$ cat config.mk
export PLATFORM = sky130hd
export DESIGN_NAME = asw_delay
export DESIGN_NICKNAME = d
export VERILOG_FILES = /design/src/asw_delay.sv
export SDC_FILE = /design/constraint.sdc
export NUM_CORES = 1
export LEC_CHECK = 0
export BUFFER_PORTS_ARGS = -buffer_cell sky130_fd_sc_hd__buf_2
export CORE_AREA = 2 2 39 41
export DETAILED_ROUTE_END_ITERATION = 7
export DIE_AREA = 0 0 41 43
export PLACE_DENSITY = 0.74
export SLEW_MARGIN = 20
export SYNTH_ARGS = -nofsm -noshare
export SYNTH_HDL_FRONTEND = slang
export SYNTH_SLANG_ARGS = --single-unit
export TNS_END_PERCENT = 100
$ cat constraint.sdc
create_clock -name clk -period 1.1 [get_ports clk]
set_clock_uncertainty 0.1 [all_clocks]
set_input_delay 0.165 -clock clk [delete_from_list [all_inputs] [get_ports clk]]
set_output_delay 0.165 -clock clk [all_outputs]
set_load 0.01 [all_outputs]
$ cat src/asw_delay.sv
// side data delay line matching the divider latency
// no dependencies
module asw_delay #(
  parameter int W     = 8,
  parameter int DEPTH = 2
) (
  input  logic         clk,
  input  logic         rst_n,
  input  logic         en,
  input  logic         v_i,
  input  logic [W-1:0] d_i,
  output logic         v_o,
  output logic [W-1:0] d_o
);

  logic [W-1:0]     data_r [0:DEPTH-1];
  logic [DEPTH-1:0] v_r;

  always_ff @(posedge clk) begin
    if (!rst_n) begin
      v_r <= '0;
    end else if (en) begin
      v_r <= {v_r[DEPTH-2:0], v_i};
    end
  end

  genvar k;
  generate
    for (k = 0; k < DEPTH; k++) begin : g_tap
      always_ff @(posedge clk) begin
        if (en) begin
          data_r[k] <= (k == 0) ? d_i : data_r[(k == 0) ? 0 : k-1];
        end
      end
    end
  endgenerate

  assign v_o = v_r[DEPTH-1];
  assign d_o = data_r[DEPTH-1];

endmodule

==> results.tsv <==
metric	value	unit
pin count of the biggest net entering global routing	11	
Least-Margin Pin Slew	0.126	ns
Iteration-0 DRC Markers	5	
met2 global-route usage	0.147	
period utilisation layout	0.971	
TritonCTS Buffers	3	
CTS tree	done	
H-Tree Depth	1	
LEAKAGE	0.000340	µW
Peak VDD IR	711	µV
Root Driver	clkbuf_4	
Critical Path Max Stage Delay	0.38	ns
Area contributors post-synth	edfxtp_1 (78%), buf_4 (9.8%), dfxtp_1 (6.5%), mux2i_1 (3.3%), nor2b_1 (2.0%)	
RSZ-0062 raised after global routing	true	
die height	43	µm
post-synthesis cell area	613	µm²
Clk pin slew, worst setup/hold paths	0.09	ns
core box area	1380	µm²
status	completed	
vias per cell	4.15	
final wirelength	767	µm
Critical Path End Type	output port	
routed len/inst	10.5	µm
clk_lat worst skew	0.28	ns
Die Wd	41	µm
met3 Track Usage GR	0.0157	
Yosys top cell by area	edfxtp_1	
Placed Cells	60	
DRC viols	0	
Yosys top cell area share	0.784	
FMAX	936	MHz
synth warn	0	
layout cell share with drive strength beyond 1	0.456	
register bit count reported by yosys	18	
most frequent cell after synthesis	edfxtp_1	
Primary FF master, synth	edfxtp_1	
Ant. Diodes	0	
Rows	14	
Critical Path AT	0.80	ns
first-pass GRT wire length	1.07	mm
met1 GRT Util	0.104	
post-synth cell types	5	
grt total ovfl	0	
Tot Pwr	1290	µW
Antenna Violating Nets Remaining	0	
Worst setup SP type	flip-flop	
postcts setup bufs	0	
vias in the first global route	294	
syn avg cell area	20.4	µm²
GRT Util Overall	0.101	
die area	1760	µm²
Final setup viols	0	
Worst Path Buf+Inv	1	
max-slew violations	0	
initial antenna violation count	0	
post-synthesis sequential area ratio	0.849	
Layout area overhead	34.9	%
MaxCap Viol Count	0	
Slew Limit Headroom	0.914	
Worst Path Max Fanout	1	
nets	70	
Port Buffers	20	
Max Root-Sink Buffers	2	
pwr/cell area	1560	nW/µm²
cell count after synthesis	30	
Hold WC Path Type	primary input to flip-flop	
fin cells	73	
Post-synth top cells	edfxtp_1 (16), buf_4 (8), dfxtp_1 (2), mux2i_1 (2), nor2b_1 (2)	
crit-path leading delay family	flip-flops	
I/O pin cnt	21	
vias	303	
GP Congestion	0.637	
Hold Fails Final Rpt	0	
CP cell instances	buf_2	
slowest CP cell	edfxtp_1	
classification of the worst setup path	flip-flop to output port	
Synth async-reset ratio	0	
first-pass iteration count of the detailed router	4	
Post-synth EDFFs	16	
Post-Syn Nets	42	
required time of the critical path	0.83	ns
CTS Sinks	18	
Initial Util	0.443	
grt peak-use layer	met2	
post-layout min period	1.07	ns
[metrics by stage]
stage	instance area, µm²	setup WS [ns]	util	TNS [ns]	hold slack [ns]
2_1_floorplan	613	0.359	-	0	0.164
3_3_place_gp	701	0.170	0.506	0	0.243
3_5_place_dp	701	0.134	0.506	0	0.244
4_1_cts	827	0.00766	0.598	0	0.0467
5_1_grt	827	-0.0185	0.598	-0.0363	0.0638
6_report	827	0.0317	0.598	0	0.0471
[layout make-up]
type / instances / area, µm²
fillers: 111 / 557
flip-flops and latches: 18 / 520
repair buffers: 31 / 218
clock buffers: 4 / 36.3
multi-input cells: 4 / 32.5
well taps: 16 / 20.0
[sequential cells by signal, indices dropped and copies added (netlist names)]
signal / flops
data_r: 16
v_r: 2
[final timing paths]
check | start | cells after the start | slack, ns | to
min reg2reg | data_r[0][7] | 0 | 0.33 | data_r[0][15]
max | data_r[0][15] | 1 | 0.03 | d_o[7]
min | v_i | 3 | 0.05 | v_r[0]
max reg2reg | data_r[0][5] | 0 | 0.37 | data_r[0][13]
[power breakdown]
part           internal (µW)  switching (µW)  leakage (µW)  total (µW)
Sequential               797            11.2      0.000173         809
Clock                    201             178     0.0000210         379
Combinational           61.6            41.4      0.000147         103
Total                   1060             230      0.000340        1290
[per-layer routing]
metal	routed length, µm	vias up
met5	0	-
met4	0	0
met3	52	0
met2	429	13
met1	284	136
li1	-	154
[what timing repair did]
item                       in CTS  in global routing
resized for setup               0                  0
hold endpoints to repair        9                  0
setup endpoints to repair       0                  4
hold buffers                    9                  0
[kinds of logic (layout without fill, tap and decap cells)]
kind of cell,after synthesis,in the layout,share of synthesized area
flip-flops,18,18,0.849
buffers and inverters,8,35,0.0980
multiplexers,2,2,0.0327
AND/OR/NAND/NOR,2,2,0.0204
[placed cells by master, fill, tap and decap left out]
master	n
clkbuf_8	1
clkbuf_4	3
dfxtp_1	2
buf_2	20
edfxtp_1	16
buf_4	1
nor2b_1	2
dlygate4sd3_1	9
buf_12	1
mux2i_1	2
No activity file was read; power rests on OpenSTA's default activity.
