==> src/asw_output.sv <==
// remaining motion and contact point for one axis, scaled by time and saturated
// no dependencies
module asw_output #(
  parameter int CB = 32,
  parameter int FB = 16
) (
  input  logic          clk,
  input  logic          en,
  input  logic          hit_i,
  input  logic [FB:0]   t_i,
  input  logic [CB-1:0] d_i,
  input  logic [CB-1:0] s_i,
  output logic [CB-1:0] remain_o,
  output logic [CB-1:0] contact_o
);

  localparam logic [FB:0] ONE = {1'b1, {FB{1'b0}}};
  localparam logic signed [CB+1:0] MAXV = {3'b000, {(CB-1){1'b1}}};
  localparam logic signed [CB+1:0] MINV = {3'b111, {(CB-1){1'b0}}};

  logic [CB-1:0]    dmag;
  logic [FB:0]      trem;
  logic [CB+FB:0]   prem_r, pcon_r;
  logic             dneg_r, hit_r;
  logic [CB-1:0]    s_r;

  assign dmag = d_i[CB-1] ? (-d_i) : d_i;
  assign trem = ONE - t_i;

  always_ff @(posedge clk) begin
    if (en) begin
      prem_r <= {{(FB+1){1'b0}}, dmag} * {{CB{1'b0}}, trem};
      pcon_r <= {{(FB+1){1'b0}}, dmag} * {{CB{1'b0}}, t_i};
      dneg_r <= d_i[CB-1];
      hit_r  <= hit_i;
      s_r    <= s_i;
    end
  end

  function automatic logic [CB-1:0] sat(input logic signed [CB+1:0] v);
    if (v > MAXV) return MAXV[CB-1:0];
    if (v < MINV) return MINV[CB-1:0];
    return v[CB-1:0];
  endfunction

  logic signed [CB+1:0] rm, cm, rv, cv;

  always_comb begin
    rm = $signed({1'b0, prem_r[CB+FB:FB]});
    cm = $signed({1'b0, pcon_r[CB+FB:FB]});
    rv = dneg_r ? rm : -rm;
    cv = $signed({{2{s_r[CB-1]}}, s_r}) + (dneg_r ? -cm : cm);
  end

  always_ff @(posedge clk) begin
    if (en) begin
      remain_o  <= hit_r ? sat(rv) : '0;
      contact_o <= hit_r ? sat(cv) : '0;
    end
  end

endmodule

==> config.mk <==
export PLATFORM = sky130hd
export DESIGN_NAME = asw_output
export DESIGN_NICKNAME = d
export VERILOG_FILES = /design/src/asw_output.sv
export SDC_FILE = /design/constraint.sdc
export NUM_CORES = 2
export LEC_CHECK = 0
export CAP_MARGIN = 10
export CELL_PAD_IN_SITES_DETAIL_PLACEMENT = 1
export CELL_PAD_IN_SITES_GLOBAL_PLACEMENT = 1
export CORE_ASPECT_RATIO = 1.25
export CORE_MARGIN = 4
export CORE_UTILIZATION = 40
export CTS_BUF_LIST = sky130_fd_sc_hd__clkbuf_4 sky130_fd_sc_hd__clkbuf_8 sky130_fd_sc_hd__clkbuf_16
export DETAILED_ROUTE_END_ITERATION = 6
export DONT_BUFFER_PORTS = 1
export PLACE_DENSITY_LB_ADDON = 0.1
export SYNTH_ARGS = -nofsm -noshare
export SYNTH_HDL_FRONTEND = slang
export SYNTH_SLANG_ARGS = --single-unit
==> constraint.sdc <==
create_clock -name clk -period 11.7 [get_ports clk]
set_input_delay 2.34 -clock clk [delete_from_list [all_inputs] [get_ports clk]]
set_output_delay 2.34 -clock clk [all_outputs]
set_load 0.05 [all_outputs]
==> results.sh <==
export IMPL_hold_buffers=0
export IMPL_max_slew_worst_pin_slew_ns=1.24
export IMPL_hold_depth=2
export IMPL_core_mm2=0.104
export IMPL_cts_buffer_depth=2
export IMPL_cp_arrival_ns=10.81
export IMPL_grt_overflow_total=0
export IMPL_routedWlPerCell_um=22.2
export IMPL_synth_top_area_cell="fa_1"
export IMPL_htree_num_levels=4
export IMPL_cts_clk_slew_worst_paths_ns=0.09
export IMPL_synth_top_cell_area_share_pct=42.7
export IMPL_yosysWarnings=0
export IMPL_grt_max_degree=165
export IMPL_die_area_mm2=0.110
export IMPL_fin_worst_skew_ns=0.0203
export IMPL_vias=30900
export IMPL_grt_pass1_vias=35000
export IMPL_synthArstFlopShare_pct=0
export IMPL_dpl_hpwl_mm=105
export IMPL_cts_root_buf="clkbuf_16"
export IMPL_path_class="in2reg"
export IMPL_layout_nets=5787
export IMPL_drt_iter0_markers=1461
export IMPL_status="finished clean"
export IMPL_cts_tree="yes"
export IMPL_worstPathRequired_ns=11.94
export IMPL_cts_setup_buffers=0
export IMPL_rows=132
export IMPL_antenna_left=0
export IMPL_critical_path_buf_inv_count=2
export IMPL_avgSynthCellArea_um2=9.08
export IMPL_ys_top_cells_by_area="fa_1 (43%), edfxtp_1 (12%), inv_1 (9.1%)"
export IMPL_avgViaCountPerCell=5.26
export IMPL_startpoint="d_i[4]"
export IMPL_drt_pass1_iter_count=5
export IMPL_syn_nets=5882
export IMPL_maxCapViolCount=0
export IMPL_tns_ns=0
export IMPL_synth_edf_count=164
export IMPL_ctsResizeCount=0
export IMPL_yosysSeqAreaShare_pct=11.7
export IMPL_setup_viol=0
export IMPL_clock_sinks=164
export IMPL_slowest_stage="a2111oi_0"
export IMPL_die_x_um=298
export IMPL_r2r_start="pcon_r[19]"
export IMPL_rsz0062_at_grt="no"
export IMPL_yosysMostFrequentCell="inv_1"
export IMPL_synthCells=4624
export IMPL_hp_class="reg2reg"
export IMPL_ys_seq_elements=164
export IMPL_routabilityCongestion=0.878
export IMPL_hold_viol_final=0
export IMPL_period_share_pct=90.3
export IMPL_nFillCells=12000
export IMPL_path_depth=25
export IMPL_routed_wl_mm=131
export IMPL_cts_inserted_buffers=17
export IMPL_fin_crit_ns=10.57
export IMPL_slew_violations=0
export IMPL_crit_family="compound AO/OA/AOI/OAI gates"
export IMPL_synth_main_ff_cell="edfxtp_1"
export IMPL_reg2reg_slack_ns=4.91
export IMPL_final_layout_size_suffix_gt1_share_pct=4.40
export IMPL_die_height_um=370
export IMPL_path_common_cell="fa_1"
export IMPL_ioPinCount=148
export IMPL_initial_core_util_pct=40.4
export IMPL_grtUsageTotal_pct=24.4
export IMPL_port_buffers=0
export IMPL_synth_distinct_cells=70
export IMPL_max_slew_margin_pct=17.6
export IMPL_worst_setup_path_start_kind="input pin"
export IMPL_end_kind="register"
export IMPL_synthesis_area_mm2=0.0420
export IMPL_num_antenna_cells=0
export IMPL_crit_fanout=11
export IMPL_area_growth_pct=6.42
export IMPL_rr_worst_depth=17
export IMPL_post_route_drc_count=0
export IMPL_slowest_delay_ns=0.70
export IMPL_antenna_found_initial=6
export IMPL_clk_insertion_delay_late_ns=0.50
export IMPL_grt_pass1_wl_mm=205
export IMPL_hp_start="prem_r[36]"
export IMPL_synthTopCellsByCount="inv_1 (1,013), fa_1 (895), nand2_1 (725)"
export IMPL_timing_fmax_mhz=94.6
layout make-up:
class | count | area [µm²] | share of cell area [%]
clock buffers | 17 | 425 | 0.952
flip-flops and latches | 164 | 4920 | 11.0
inverters | 1014 | 3810 | 8.52
multi-input cells | 3233 | 32900 | 73.7
repair buffers | 99 | 743 | 1.66
clock inverters | 15 | 163 | 0.364
well taps | 1340 | 1680 | 3.75
routing by layer:
metal | global-route usage, % | routed length, µm | up-vias
met5 | 0 | 0 | -
met4 | 8.93 | 5160 | 0
met3 | 2.98 | 6060 | 184
met2 | 45.0 | 68300 | 651
met1 | 29.3 | 51300 | 16400
li1 | - | - | 13700
worst reg2reg max path, delay by kind of cell (launching register included):
family          cells  cell delay [ns]
simple gates       10             3.73
fa+ha+maj           1             0.42
xor+xnor            2             0.31
flops               1             0.46
compound gates      4             1.50
metrics by stage:
stage	utilization, %	instance area [µm²]	setup WS [ns]	hold WS [ns]	cells
6_report	43.0	44700	1.13	0.685	5882
5_1_grt	43.0	44700	0.608	0.752	5882
4_1_cts	43.0	44700	1.10	0.700	5882
3_5_place_dp	42.4	44100	0.619	0.685	5850
3_3_place_gp	42.4	44100	0.652	0.687	5850
2_1_floorplan	-	42000	1.27	0.586	4624
flip-flops by register name (all words and copies together), names as in the netlist:
register / count
contact_o: 32
dneg_r: 1
hit_r: 1
pcon_r: 33
prem_r: 33
remain_o: 32
s_r: 32
cell families after synthesis:
family | after synthesis | synth area share [%]
buf+inv | 1227 | 11.0
fa+ha+maj | 1174 | 51.0
mux | 2 | 0.0477
flops | 164 | 11.7
compound gates | 434 | 6.44
xor+xnor | 236 | 4.92
simple gates | 1387 | 14.9
final timing paths:
check / endpoint
hold reg to reg: remain_o[20]
hold / removal: remain_o[20]
setup reg to reg: contact_o[30]
setup / recovery: pcon_r[43]
cells in the final DEF, fill, tap and decap left out, types with 61 or more instances in the layout:
cell type and count:
nor2_1 257, fa_1 895, edfxtp_1 164, nand2_1 725
o21ai_0 126, xnor2_1 128, xor2_1 61, inv_1 1013
and2_1 218, ha_1 278, a21oi_1 118, buf_4 99
Power is left out: the tool's default activity adds up to more than one toggle a clock period on the data nets, which glitch-free logic cannot reach.
