`config.mk`:
```
export PLATFORM = sky130hd
export DESIGN_NAME = asw_slab_prep
export DESIGN_NICKNAME = d
export VERILOG_FILES = /design/src/asw_pkg.sv /design/src/asw_slab_prep.sv
export SDC_FILE = /design/constraint.sdc
export NUM_CORES = 1
export LEC_CHECK = 0
export BUFFER_PORTS_ARGS = -buffer_cell sky130_fd_sc_hd__buf_2
export CAP_MARGIN = 20
export CORE_UTILIZATION = 47
export CTS_CLUSTER_DIAMETER = 60
export CTS_CLUSTER_SIZE = 14
export DETAILED_ROUTE_END_ITERATION = 10
export GPL_ROUTABILITY_DRIVEN = 0
export PLACE_DENSITY = 0.79
export SYNTH_ARGS = -nofsm -noshare
export SYNTH_HDL_FRONTEND = slang
export SYNTH_SLANG_ARGS = --single-unit
```
`constraint.sdc`:
```
create_clock -name clk -period 14.65 [get_ports clk]
set_input_delay 0.7325 -clock clk [delete_from_list [all_inputs] [get_ports clk]]
set_output_delay 0.7325 -clock clk [all_outputs]
set_load 0.01 [all_outputs]
```
`src/asw_pkg.sv`:
```
// shared types and constants for the padded box slab intersection pipeline
// no dependencies
package asw_pkg;

  localparam int NRM_W = 2;

  localparam logic [NRM_W-1:0] NRM_ZERO = 2'b00;
  localparam logic [NRM_W-1:0] NRM_POS  = 2'b01;
  localparam logic [NRM_W-1:0] NRM_NEG  = 2'b11;

  // per axis flags from the front stage
  typedef struct packed {
    logic unb;     // zero delta, start inside slab
    logic miss;    // zero delta, start outside slab
    logic dneg;    // delta negative
    logic qneg_n;  // near quotient negative
    logic qneg_f;  // far quotient negative
  } asw_axis_t;

  // decision handed from the selection stage
  typedef struct packed {
    logic             hit;
    logic [NRM_W-1:0] nrm_x;
    logic [NRM_W-1:0] nrm_y;
  } asw_sel_t;

endpackage

```
`src/asw_slab_prep.sv`:
```
// front stage for one axis: doubled numerators, divisor magnitude, flags
// depends on asw_pkg
module asw_slab_prep #(
  parameter int CB = 32
) (
  input  logic                  clk,
  input  logic                  en,
  input  logic [CB-1:0]         c_i,
  input  logic [CB-1:0]         s_i,
  input  logic [CB-2:0]         size_i,
  input  logic [CB-2:0]         pad_i,
  input  logic [CB-1:0]         d_i,
  output logic [CB+1:0]         near_mag_o,
  output logic [CB+1:0]         far_mag_o,
  output logic [CB:0]           den_o,
  output asw_pkg::asw_axis_t    flags_o
);
  import asw_pkg::*;

  logic signed [CB:0]   diff;
  logic signed [CB+1:0] rel2;
  logic [CB:0]          span;
  logic signed [CB+2:0] rel_s;
  logic signed [CB+2:0] spn_s;
  logic signed [CB+2:0] nnear;
  logic signed [CB+2:0] nfar;
  logic [CB+2:0]        nnear_abs;
  logic [CB+2:0]        nfar_abs;
  logic [CB+1:0]        rel_abs;
  logic [CB-1:0]        dmag;
  logic                 dneg;
  logic                 dzero;
  logic                 in_slab;
  asw_axis_t            flags_nxt;

  always_comb begin
    diff      = $signed({c_i[CB-1], c_i}) - $signed({s_i[CB-1], s_i});
    rel2      = {diff, 1'b0};
    span      = {2'b00, size_i} + {1'b0, pad_i, 1'b0};
    rel_s     = $signed({rel2[CB+1], rel2});
    spn_s     = $signed({2'b00, span});
    dneg      = d_i[CB-1];
    dzero     = (d_i == '0);
    nnear     = dneg ? (rel_s + spn_s) : (rel_s - spn_s);
    nfar      = dneg ? (rel_s - spn_s) : (rel_s + spn_s);
    nnear_abs = nnear[CB+2] ? (-nnear) : nnear;
    nfar_abs  = nfar[CB+2] ? (-nfar) : nfar;
    rel_abs   = rel2[CB+1] ? (-rel2) : rel2;
    in_slab   = (rel_abs[CB:0] <= span);
    dmag      = dneg ? (-d_i) : d_i;
    flags_nxt.unb    = dzero & in_slab;
    flags_nxt.miss   = dzero & ~in_slab;
    flags_nxt.dneg   = dneg;
    flags_nxt.qneg_n = nnear[CB+2] ^ dneg;
    flags_nxt.qneg_f = nfar[CB+2] ^ dneg;
  end

  always_ff @(posedge clk) begin
    if (en) begin
      near_mag_o <= nnear_abs[CB+1:0];
      far_mag_o  <= nfar_abs[CB+1:0];
      den_o      <= {dmag, 1'b0};
      flags_o    <= flags_nxt;
    end
  end

endmodule

```
==> flow_metrics.py <==
metrics = {
    "floorplanning": {
        "rows": 65,
        "dieArea_um2": 32800,
        "die_h_um": 181,
        "dieWidth_um": 181,
        "start_util_pct": 47.8,
        "io_pins": 266,
        "fp.coreArea_um2": 31600,
    },
    "clock_tree": {
        "numCtsBuffers": 9,
        "clockBufferDepth": 2,
        "tritoncts": "done",
        "clk_pin_slew_ns": 0.07,
        "cts_sinks": 104,
        "cts_setup_buffers": 0,
        "htree_num_levels": 3,
        "holdBufCountCts": 0,
        "cts_resized": 0,
        "ctsRootBufferMaster": "clkbuf_16",
    },
    "hold_path": {
        "whs_endpoint": "den_o[1]",
        "hp-start": "d_i[0]",
        "worst_hold_path_type": "primary input to flop",
        "hold_depth": 1,
    },
    "synthesis": {
        "synth-seq-cells": 104,
        "synthDistinctLibCells": 117,
        "synth_seq_area_share_pct": 20.7,
        "yosys_warnings": 0,
        "synth-main-ff-cell": "edfxtp_1",
        "syn-num-nets": 2139,
        "syn_area_um2": 15100,
        "synth_area_leaders": "edfxtp_1 (21%), ha_1 (12%), xnor2_1 (9.9%), a21oi_1 (4.9%), nand2_1 (3.4%)",
        "synth_cells": 1836,
        "yosysTopAreaCellShare_pct": 20.7,
        "async_flop_share_pct": 0,
        "yosys.area.top_type": "edfxtp_1",
        "syn_avg_cell_area_um2": 8.21,
        "synth_edf_count": 104,
    },
    "critical_path": {
        "critical-path-max-stage-delay_ns": 0.46,
        "end_kind": "flop",
        "crit_chain": "buf_2 > ha_1 > fa_1 > a21o_2 > a221oi_4 > o21ai_1 > xnor2_2 > inv_1 > ha_1 > a21o_1 > a21o_1 > a21oi_1 > o21ai_0 > a211o_1 > a211oi_2 > nor4_1 > or3_1 > a21bo_2 > a31oi_1 > o211a_1 > o21a_1 > o21ai_0 > xor2_1",
        "arrival_ns": 6.94,
        "cp_slowest_cell": "o21a_1",
        "start_kind": "primary input",
        "path_class": "primary input to flop",
        "critPathMaxFanout": 14,
        "crit_start": "size_i[1]",
        "cp_data_required_time_ns": 14.73,
    },
    "timing": {
        "max_slew.worst_pin.slew_ns": 1.08,
        "setup_ws_ns": 7.79,
        "period_share_pct": 46.8,
        "finalSetupViolations": 0,
        "holdWs_ns": 0.601,
        "finalHoldViolations": 0,
        "period_needed_ns": 6.86,
        "grt_setup_unrepaired": "false",
        "report.final.slew_viol_count": 0,
        "fmax_mhz": 146,
        "setup_tns_ns": 0,
        "slew_headroom_pct": 27.9,
    },
    "placement": {
        "post-place-cells": 2437,
        "dp_hpwl_um": 34800,
        "dpl_worst_slack_ns": 7.56,
        "port_buffers": 264,
    },
    "cells_and_area": {
        "fin_cells": 2454,
        "diodes": 0,
        "register_area_um2": 3120,
        "final_nets": 2350,
        "syn_to_final_growth_pct": 11.5,
        "drive_gt1_share_pct": 18.2,
        "multi_input_area_um2": 11000,
        "fillers": 2941,
    },
    "global_route": {
        "antenna_found_initial": 0,
        "first_global_vias": 13660,
        "grt_use_total_pct": 24.6,
        "grt_pass1_wl_um": 66400,
        "grt_max_degree": 86,
        "overflow": 0,
    },
    "drt": {
        "wire_per_inst_um": 17.3,
        "via_per_inst": 6.09,
        "wirelength_um": 42400,
        "first_iter_violations": 1303,
        "antenna_left": 0,
        "drc": 0,
        "vias": 14947,
        "dr.pass1.iters": 7,
    },
    "status": {
        "status": "completed",
    },
    "power": {
        "power.total_mw": 2.60,
        "p_leak_nw": 7.22,
        "power_density_nw_per_um2": 155,
        "ir_drop_v": 0.0000706,
    },
    "job": {
        "drv_cap": 0,
    },
}
report_power, final:
group	internal [mW]	total (mW)	switching (mW)
Clock	0.118	0.228	0.110
Combinational	0.722	1.83	1.11
Sequential	0.502	0.536	0.0345
cell usage after synthesis, types with 5 or more instances:
library cell	number
nor2_1	134
o2111ai_1	5
edfxtp_1	104
xor2_1	57
or2_2	14
xnor2_1	170
nand3b_1	7
a21o_1	36
o211a_1	8
o31ai_1	28
inv_1	132
ha_1	139
o211ai_1	19
a31oi_1	28
nand4_1	21
mux2i_1	30
or3_1	22
a21boi_0	7
or4_1	14
o221ai_1	6
xnor2_2	5
nand2_1	137
nor3_1	49
clkbuf_1	35
buf_4	6
nand2b_1	20
buf_2	9
a21oi_1	149
o41ai_1	8
o21ai_1	9
a21oi_2	5
a211o_1	9
and2_1	13
and3_1	10
o21a_1	27
o21bai_1	10
clkbuf_8	12
nor4_1	13
o21ai_0	95
nand3_1	40
nor2b_1	17
o31a_1	6
a211oi_1	21
o22ai_1	7
stage by stage:
stage | util [%] | area (um2)
after detailed placement | 52.3 | 16500
after global routing | 53.2 | 16800
final | 53.2 | 16800
after floorplan | - | 15100
after global placement | 52.3 | 16500
after CTS | 53.2 | 16800
metal layers:
layer,share of wire [%],track usage (%),wire (um)
met5,0,0,0
met4,2.9,8.41,1240
met3,7.0,1.61,2960
met2,46,41.5,19300
met1,45,33.2,18900
cells by family (layout without fill, tap and decap cells):
kind of cell,Yosys count,in the layout,share of synthesized area [%]
simple gates,549,549,18.6
other cells,1,1,0.0249
compound gates,564,564,25.8
xor+xnor,235,235,14.3
buf+inv,205,421,6.25
fa+ha+maj,144,144,12.1
flops,104,104,20.7
mux,34,34,2.29
worst max-delay path, delay by kind of cell:
kind | cells | cell delay, ns
AO/OA/AOI/OAI | 14 | 3.90
XOR/XNOR | 2 | 0.54
adder cells (fa/ha/maj) | 3 | 1.04
buffers and inverters | 2 | 0.19
AND/OR/NAND/NOR | 2 | 0.53
state kept, by name (all words and copies together), names as in the netlist:
| signal | cells |
|---|---|
| near_mag_o | 34 |
| far_mag_o | 33 |
| den_o | 32 |
| flags_o | 5 |
area by class of cell:
class / count / share of cell area, %
clock buffer: 10 / 1.36
clock inverter: 6 / 0.298
inverter: 134 / 2.99
multi-input combinational: 1527 / 65.5
sequential: 104 / 18.6
tap: 402 / 2.99
timing repair buffer: 271 / 8.25
how the worst max path moves through the flow:
| stage | slack (ns) | depth (start not counted) | endpoint |
|---|---|---|---|
| 5_1_grt | 7.46 | 24 | far_mag_o[8] |
| 4_1_cts | 7.90 | 23 | far_mag_o[8] |
| 6_report | 7.79 | 23 | far_mag_o[7] |
| 3_5_place_dp | 7.56 | 23 | far_mag_o[8] |
| 3_3_place_gp | 7.72 | 24 | far_mag_o[31] |
| 2_1_floorplan | 8.27 | 24 | far_mag_o[32] |
cells in the final DEF (no fill, tap or decap), drive strengths merged, types with 15 or more instances in the layout:
| cell type | n |
|---|---|
| buf | 271 |
| xnor2 | 175 |
| a21oi | 154 |
| ha | 139 |
| nand2 | 138 |
| inv | 138 |
| nor2 | 134 |
| o21ai | 105 |
| edfxtp | 104 |
| xor2 | 59 |
| nor3 | 50 |
| nand3 | 40 |
| a21o | 40 |
| mux2i | 30 |
| a31oi | 30 |
| o31ai | 30 |
| o21a | 27 |
| a211oi | 24 |
| o211ai | 23 |
| or3 | 22 |
| nand4 | 22 |
| nand2b | 20 |
| nor2b | 17 |
| or4 | 17 |
| or2 | 15 |
| nor4 | 15 |
No activity file was read; power rests on OpenSTA's default activity.
