[src/asw_pkg.sv]
// shared types and constants for the padded box slab intersection pipeline
// no dependencies
package asw_pkg;

  localparam int NRM_W = 2;

  localparam logic [NRM_W-1:0] NRM_ZERO = 2'b00;
  localparam logic [NRM_W-1:0] NRM_POS  = 2'b01;
  localparam logic [NRM_W-1:0] NRM_NEG  = 2'b11;

  // per axis flags from the front stage
  typedef struct packed {
    logic unb;     // zero delta, start inside slab
    logic miss;    // zero delta, start outside slab
    logic dneg;    // delta negative
    logic qneg_n;  // near quotient negative
    logic qneg_f;  // far quotient negative
  } asw_axis_t;

  // decision handed from the selection stage
  typedef struct packed {
    logic             hit;
    logic [NRM_W-1:0] nrm_x;
    logic [NRM_W-1:0] nrm_y;
  } asw_sel_t;

endpackage

[src/asw_hit_sel.sv]
// signed entry and exit times, overlap test, time clamp and normal choice
// depends on asw_pkg
module asw_hit_sel #(
  parameter int DW = 50,
  parameter int FB = 16,
  parameter int PW = 128
) (
  input  logic                  clk,
  input  logic                  rst_n,
  input  logic                  en,
  input  logic                  v_i,
  input  logic [DW-1:0]         qnx_i,
  input  logic [DW-1:0]         qfx_i,
  input  logic [DW-1:0]         qny_i,
  input  logic [DW-1:0]         qfy_i,
  input  asw_pkg::asw_axis_t    fx_i,
  input  asw_pkg::asw_axis_t    fy_i,
  input  logic [PW-1:0]         pay_i,
  output logic                  v_o,
  output asw_pkg::asw_sel_t     sel_o,
  output logic [FB:0]           t_o,
  output logic [PW-1:0]         pay_o
);
  import asw_pkg::*;

  localparam int TW = DW + 1;
  localparam logic signed [TW-1:0] T_ONE = {{(TW-FB-1){1'b0}}, 1'b1, {FB{1'b0}}};
  localparam logic signed [TW-1:0] T_ZERO = '0;
  localparam logic signed [TW-1:0] BIG   = {2'b01, {(TW-2){1'b0}}};
  localparam logic signed [TW-1:0] NBIG  = {2'b11, {(TW-2){1'b0}}};

  logic signed [TW-1:0] nx_r, fx_r, ny_r, fy_r;
  logic                 miss_r, dnx_r, dny_r, v1_r;
  logic [PW-1:0]        pay1_r;

  function automatic logic signed [TW-1:0] stime(input logic [DW-1:0] q, input logic neg);
    logic signed [TW-1:0] qs;
    qs = $signed({1'b0, q});
    return neg ? -qs : qs;
  endfunction

  always_ff @(posedge clk) begin
    if (!rst_n) begin
      v1_r <= 1'b0;
    end else if (en) begin
      v1_r <= v_i;
    end
  end

  always_ff @(posedge clk) begin
    if (en) begin
      nx_r   <= fx_i.unb ? NBIG : stime(qnx_i, fx_i.qneg_n);
      fx_r   <= fx_i.unb ? BIG  : stime(qfx_i, fx_i.qneg_f);
      ny_r   <= fy_i.unb ? NBIG : stime(qny_i, fy_i.qneg_n);
      fy_r   <= fy_i.unb ? BIG  : stime(qfy_i, fy_i.qneg_f);
      miss_r <= fx_i.miss | fy_i.miss;
      dnx_r  <= fx_i.dneg;
      dny_r  <= fy_i.dneg;
      pay1_r <= pay_i;
    end
  end

  logic                 xgt;
  logic signed [TW-1:0] tn;
  logic                 hit;
  asw_sel_t             sel_nxt;
  logic [FB:0]          t_nxt;

  always_comb begin
    xgt = (nx_r > ny_r);
    tn  = xgt ? nx_r : ny_r;
    hit = ~miss_r & ~(nx_r > fy_r) & ~(ny_r > fx_r)
        & ~(nx_r >= T_ONE) & ~(ny_r >= T_ONE)
        & ~(fx_r <= T_ZERO) & ~(fy_r <= T_ZERO);
    sel_nxt.hit   = hit;
    sel_nxt.nrm_x = NRM_ZERO;
    sel_nxt.nrm_y = NRM_ZERO;
    t_nxt         = '0;
    if (hit) begin
      t_nxt = tn[TW-1] ? '0 : tn[FB:0];
      if (xgt) begin
        sel_nxt.nrm_x = dnx_r ? NRM_POS : NRM_NEG;
      end else begin
        sel_nxt.nrm_y = dny_r ? NRM_POS : NRM_NEG;
      end
    end
  end

  always_ff @(posedge clk) begin
    if (!rst_n) begin
      v_o <= 1'b0;
    end else if (en) begin
      v_o <= v1_r;
    end
  end

  always_ff @(posedge clk) begin
    if (en) begin
      sel_o <= sel_nxt;
      t_o   <= t_nxt;
      pay_o <= pay1_r;
    end
  end

endmodule

[config.mk]
export PLATFORM = sky130hd
export DESIGN_NAME = asw_hit_sel
export DESIGN_NICKNAME = d
export VERILOG_FILES = /design/src/asw_pkg.sv /design/src/asw_hit_sel.sv
export SDC_FILE = /design/constraint.sdc
export NUM_CORES = 1
export LEC_CHECK = 0
export BUFFER_PORTS_ARGS = -buffer_cell sky130_fd_sc_hd__buf_2
export CORE_MARGIN = 1
export CORE_UTILIZATION = 50
export CTS_CLUSTER_SIZE = 14
export DETAILED_ROUTE_END_ITERATION = 6
export GPL_ROUTABILITY_DRIVEN = 0
export HOLD_SLACK_MARGIN = 0.12
export PLACE_DENSITY_LB_ADDON = 0.1
export SYNTH_ARGS = -nofsm -noshare
export SYNTH_HDL_FRONTEND = slang
export SYNTH_SLANG_ARGS = --single-unit
[constraint.sdc]
create_clock -name clk -period 3.25 [get_ports clk]
set_input_delay 0.65 -clock clk [delete_from_list [all_inputs] [get_ports clk]]
set_output_delay 0.65 -clock clk [all_outputs]
set_load 0.03 [all_outputs]
==> flow_metrics.env, run 1 <==
export IMPL_final_critical_path_setup_slack_ps=67.9
export IMPL_die_area_um2=49300
export IMPL_routed_wl_mm=64.8
export IMPL_wl_per_cell_um=19.7
export IMPL_final_cell_area_um2=30400
export IMPL_cts_repair_timing_setup_buffer_count=0
export IMPL_postSynthCellCount=1974
export IMPL_synth_enable_flop_cells=485
export IMPL_grt_max_degree=103
export IMPL_postSynth_asyncResetShare=0
export IMPL_initial_cell_density_of_the_core=0.507
export IMPL_synth_top_flop_cell="edfxtp_1"
export IMPL_layout_area_overhead_vs_synth_pct=25.3
export IMPL_clk_path_buf_depth=3
export IMPL_ctsRootBufferMaster="clkbuf_16"
export IMPL_yosys_cell_types_count=52
export IMPL_vias=18115
export IMPL_finish_utilization=0.636
export IMPL_timing_hold_worst_class="in -> reg"
export IMPL_power_density_nw_per_um2=525
export IMPL_placed_cell_area_um2=28600
export IMPL_static_leakage_power_nw=12.7
export IMPL_final_hold_violation_count=0
export IMPL_setup_worst_path_class="reg -> reg"
export IMPL_slew_viol_final=0
export IMPL_design_final_nets=3136
export IMPL_synth_yosys_seq_area_share=0.603
export IMPL_portBuffers=492
export IMPL_cell_area_after_synthesis_um2=24200
export IMPL_top_ports=493
export IMPL_cap_viol_max_count=0
export IMPL_timing_setup_tns_ps=0
export IMPL_initial_antenna_violation_count=5
export IMPL_most_common_layout_cells="buf_2, edfxtp_1, nor2_1"
export IMPL_vias_in_the_first_global_route=17837
export IMPL_max_clock_freq_mhz=314
export IMPL_cts_buffers=51
export IMPL_pre_cts_slack_ps=-473
export IMPL_fillCellCount=3743
export IMPL_htree_levels=2
export IMPL_track_usage=0.260
export IMPL_leading_cell_type_in_the_layout_fill_and_taps_excluded="buf_2"
export IMPL_worstPathMaxFanout=25
export IMPL_worst_r2r_setup_slack_ps=70
export IMPL_clkSlewWorstSetupHoldPaths_ps=60
export IMPL_die_height_um=222
export IMPL_final_min_clock_period_ps=3180
export IMPL_grt_first_pass_wirelength_mm=98.5
export IMPL_worstSkewPairLatency_ps=590
export IMPL_ys_seq_elements=487
export IMPL_worst_endpoint_arrival_ps=3600
export IMPL_detailedRoute_firstPassIterationCount=5
export IMPL_remaining_drc_errors=0
export IMPL_drtAntennaViolNets=0
export IMPL_cts_sinks=487
export IMPL_avgViaCountPerCell=5.50
export IMPL_tritoncts="built"
export IMPL_crit_path_end_kind="flip-flop"
export IMPL_dp_cells=3199
export IMPL_final_layout_size_suffix_gt1_frac=0.288
export IMPL_die_w_um=222
export IMPL_finalPower_mw=15.9
export IMPL_post_dp_hpwl_mm=50.8
export IMPL_setup_violations_final=0
export IMPL_final_cell_count_no_fill=3295
export IMPL_skew_ps=18.0
export IMPL_aggregate_global_routing_overflow=0
export IMPL_rsz0062_at_grt="false"
export IMPL_outcome="finished clean"
export IMPL_worst_ep_required_time_ps=3670
export IMPL_syn_area_per_cell_um2=12.3
export IMPL_worstMarginPinSlew_ps=1040
export IMPL_yosysWarnings=0
export IMPL_floorplan_rows=80
export IMPL_ir_drop_mv=0.415
export IMPL_whs_ps=227
export IMPL_first_iter_violations=1136
export IMPL_placeableCoreArea_um2=47700
export IMPL_fin_crit_sh=0.979
export IMPL_slew_limit_headroom=0.308
export IMPL_syn_num_nets=2473
export IMPL_crit_path_start_kind="flip-flop"
per-layer routing:
layer  GRT usage  vias to the layer above  routed length, µm
met3      0.0412                      121               3950
met4      0.0959                        2               1930
li1            -                     8660                  -
met1       0.306                     8708              25200
met5           0                        -                 13
met2       0.476                      624              33700
flip-flops by register name, summed over array words and instances (netlist names):
name,count
sel_o,5
nx_r,51
fy_r,51
pay1_r,128
v1_r,1
fx_r,51
v_o,1
t_o,17
dny_r,1
pay_o,128
ny_r,51
dnx_r,1
miss_r,1
kinds of logic (layout without fill, tap and decap cells):
family / count (synthesis) / count (layout) / synth area share
buffers and inverters: 219 / 921 / 0.0350
AND/OR/NAND/NOR: 607 / 607 / 0.129
AO/OA/AOI/OAI: 303 / 303 / 0.0792
multiplexers: 8 / 8 / 0.00331
XOR/XNOR: 192 / 192 / 0.0694
other: 1 / 5 / 0.000155
adder cells (fa/ha/maj): 157 / 157 / 0.0811
flip-flops: 487 / 487 / 0.603
power breakdown:
part           internal [mW]  total (mW)  switching, mW
Clock                   3.35        5.74           2.39
Combinational          0.959        2.41           1.46
Sequential              7.51        7.77          0.262
Total                   11.8        15.9           4.11
critical path, stage by stage, from the launching register on:
cell and delay [ps]:
edfxtp_1 420, inv_2 120, ha_1 260, nand4_1 190, a211oi_1 90, a211oi_2 270
buf_4 160, o21ai_0 80, or4b_4 560, mux2i_4 210, buf_12 160, or3_1 300
a21oi_1 200
timing repair:
| item | in CTS | in global routing |
|---|---|---|
| cloned | 0 | 0 |
| gates resized for setup | 5 | 10 |
| hold buffers | 0 | 0 |
| setup endpoints to repair | 19 | 21 |
| pin swaps | 1 | 3 |
cell type report:
type,count,area [µm²],share of cell area
flip-flops and latches,487,14600,0.481
multi-input cells,1268,8840,0.291
repair buffers,661,3840,0.127
clock buffers,66,1350,0.0446
well taps,615,769,0.0254
inverters,168,631,0.0208
clock inverters,26,297,0.00977
diodes,4,10.0,0.000330
synth_stat cells (3+ instances only):
library cell / number / area share
edfxtp_1: 485 / 0.60
nor2_1: 223 / 0.035
xor2_1: 186 / 0.067
inv_1: 168 / 0.026
ha_1: 157 / 0.081
o21ai_0: 92 / 0.019
nand2_1: 88 / 0.014
a21oi_1: 77 / 0.016
nor4_1: 67 / 0.017
o31ai_1: 62 / 0.019
clkbuf_1: 45 / 0.0070
nand4_1: 39 / 0.010
or3_1: 39 / 0.010
o41ai_1: 33 / 0.012
or4_1: 28 / 0.0087
nand3_1: 27 / 0.0056
nand3b_1: 19 / 0.0059
nand2b_1: 15 / 0.0039
nor3_1: 15 / 0.0031
a211oi_1: 12 / 0.0037
nor2b_1: 10 / 0.0026
or2_2: 10 / 0.0026
a21o_1: 9 / 0.0028
mux2i_1: 8 / 0.0033
and4_1: 6 / 0.0022
xnor2_1: 6 / 0.0022
or4_4: 5 / 0.0023
a221oi_1: 4 / 0.0014
nor3b_1: 4 / 0.0012
buf_6: 3 / 0.0014
worst paths after layout:
path / start / end / cells past startpoint
worst min-delay path: pay_i[109] / pay1_r[109]$_DFFE_PP_ / 1
worst max register to register: ny_r[8]$_SDFFCE_PP0P_ / t_o[1]$_SDFFCE_PP0P_ / 12
worst max-delay path: ny_r[8]$_SDFFCE_PP0P_ / t_o[1]$_SDFFCE_PP0P_ / 12
worst min register to register: pay1_r[97]$_DFFE_PP_ / pay_o[97]$_DFFE_PP_ / 0
Power figures use the tool's default switching activity.
==> inputs of run 2 (changes only) <==
--- a/config.mk
+++ b/config.mk
@@ -7,7 +7,7 @@
 export LEC_CHECK = 0
 export BUFFER_PORTS_ARGS = -buffer_cell sky130_fd_sc_hd__buf_2
 export CORE_MARGIN = 1
-export CORE_UTILIZATION = 50
+export CORE_UTILIZATION = 35
 export CTS_CLUSTER_SIZE = 14
 export DETAILED_ROUTE_END_ITERATION = 6
 export GPL_ROUTABILITY_DRIVEN = 0
==> flow_metrics.env, run 2 (same netlist as run 1, synthesis figures left out) <==
export IMPL_m1WireLength_mm=28.6
export IMPL_final_min_clock_period_ps=3230
export IMPL_crit_path_max_incr_delay_ps=580
export IMPL_portBuffers=492
export IMPL_detailedRoute_firstPassIterationCount=4
export IMPL_final_hold_violation_count=0
export IMPL_top_ports=493
export IMPL_remaining_drc_errors=0
export IMPL_met2_wirelength_mm=35.9
export IMPL_layout_area_overhead_vs_synth_pct=30.7
export IMPL_skew_ps=37.5
export IMPL_worstPathMaxFanout=7
export IMPL_die_w_um=265
export IMPL_ctsRootBufferMaster="clkbuf_16"
export IMPL_cap_viol_max_count=0
export IMPL_clkSlewWorstSetupHoldPaths_ps=60
export IMPL_route_met3_wl_mm=3.66
export IMPL_avgViaCountPerCell=4.99
export IMPL_ir_drop_mv=0.331
export IMPL_clk_path_buf_depth=3
export IMPL_worstSkewPairLatency_ps=630
export IMPL_setup_violations_final=0
export IMPL_aggregate_global_routing_overflow=0
export IMPL_timing_hold_worst_class="in -> reg"
export IMPL_worstMarginPinSlew_ps=948
export IMPL_kind_of_cell_adding_the_most_delay_to_the_critical_path="simple AND/OR/NAND/NOR gates"
export IMPL_design_final_nets=3204
export IMPL_grt_max_degree=70
export IMPL_initial_antenna_violation_count=11
export IMPL_crit_path_end_kind="flip-flop"
export IMPL_routed_wl_mm=70.2
export IMPL_static_leakage_power_nw=13.2
export IMPL_placed_cell_area_um2=29400
export IMPL_die_height_um=265
export IMPL_htree_levels=2
export IMPL_outcome="finished clean"
export IMPL_max_clock_freq_mhz=310
export IMPL_vias=18176
export IMPL_post_dp_hpwl_mm=55.3
export IMPL_critical_path_cell_chain="inv_1 > ha_1 > nand4_1 > a211oi_1 > a211oi_2 > o21ai_1 > or4b_4 > mux2i_4 > buf_12 > or3_1 > a21oi_2 > buf_4"
export IMPL_initial_cell_density_of_the_core=0.354
export IMPL_vias_in_the_first_global_route=18373
export IMPL_power_density_nw_per_um2=527
export IMPL_worst_ep_required_time_ps=3740
export IMPL_floorplan_rows=96
export IMPL_crit_path_start_kind="flip-flop"
export IMPL_worst_endpoint_arrival_ps=3710
export IMPL_grt_first_pass_wirelength_mm=104
export IMPL_tritoncts="built"
export IMPL_rsz0062_at_grt="true"
export IMPL_fin_crit_sh=0.993
export IMPL_cts_buffers=54
export IMPL_leading_cell_type_in_the_layout_fill_and_taps_excluded="buf_2"
export IMPL_wl_per_cell_um=19.3
export IMPL_critical_path_slowest_cell="or4b_4"
export IMPL_worstPathBufferInverterCount=3
export IMPL_die_area_um2=70200
export IMPL_setup_worst_path_class="reg -> reg"
export IMPL_final_layout_size_suffix_gt1_frac=0.315
export IMPL_finalPower_mw=16.7
export IMPL_r2r_cells=12
export IMPL_slew_viol_final=0
export IMPL_slew_limit_headroom=0.368
export IMPL_placeableCoreArea_um2=68500
export IMPL_track_usage=0.195
export IMPL_worstHoldPathCells=1
export IMPL_cts_sinks=487
export IMPL_drtAntennaViolNets=0
export IMPL_final_cell_area_um2=31700
export IMPL_biggest_registers_after_layout="pay1_r (128), pay_o (128)"
export IMPL_most_common_layout_cells="buf_2, edfxtp_1, nor2_1"
export IMPL_first_iter_violations=884
export IMPL_highest_signal_layer_in_the_routed_design="met5"
export IMPL_count_of_cell_instances_traversed_by_the_critical_path=12
==> run 2: cell types whose count changed in the layout (fill, tap and decap cells not counted), sizes merged <==
cell	previous run	this run
bufinv	5	8
clkinv	17	21
buf	661	723
clkinvlp	3	5
diode	4	8
clkbuf	66	70
==> run 2: final timing paths <==
kind / end / from / slack, ps
worst min register to register: pay_o[9]$_DFFE_PP_ / pay1_r[9]$_DFFE_PP_ / 410
worst max-delay path: t_o[11]$_SDFFCE_PP0P_ / ny_r[8]$_SDFFCE_PP0P_ / 20
worst max register to register: t_o[11]$_SDFFCE_PP0P_ / ny_r[8]$_SDFFCE_PP0P_ / 20
worst min-delay path: pay1_r[6]$_DFFE_PP_ / pay_i[6] / 190
==> run 2: per-stage QoR <==
| stage | TNS (ps) | setup slack, ps | std cells | utilization | hold WS [ps] |
|---|---|---|---|---|---|
| 4_1_cts | 0 | 15.2 | 3622 | 0.457 | 147 |
| 3_5_place_dp | -8080 | -441 | 3518 | 0.429 | 405 |
| 2_1_floorplan | -1210 | -278 | 1974 | - | 400 |
| 6_report | 0 | 22.5 | 3641 | 0.462 | 191 |
| 3_3_place_gp | -7260 | -430 | 3518 | 0.429 | 400 |
| 5_1_grt | -685 | -73.7 | 3637 | 0.462 | 160 |
==> run 2: layout make-up <==
| cell class | instances | area (µm²) |
|---|---|---|
| Fill cell | 6447 | 36800 |
| Sequential cell | 487 | 14600 |
| Multi-Input combinational cell | 1268 | 9040 |
| Timing Repair Buffer | 726 | 4420 |
| Clock buffer | 67 | 1420 |
| Tap cell | 882 | 1100 |
| Inverter | 168 | 631 |
| Clock inverter | 35 | 425 |
| Antenna cell | 8 | 20.0 |
==> run 2: routing by layer <==
metal  track usage  vias to the layer above
li1              -                     8827
met1         0.232                     8734
met2         0.354                      499
met3        0.0338                      110
met4        0.0631                        6
met5             0                        -
==> run 2: power by group <==
part | total [mW] | internal [mW] | switching, mW
sequential | 7.78 | 7.51 | 0.272
clock | 6.32 | 3.76 | 2.56
combinational | 2.58 | 1.07 | 1.51
total | 16.7 | 12.3 | 4.35
==> run 2: timing repair <==
action / 4_1_cts / 5_1_grt
resized for setup: 9 / 37
cloned: 0 / 3
endpoints found under the setup margin: 20 / 19
hold buffers: 0 / 0
setup buffers: 2 / 10
pin swaps: 4 / 9
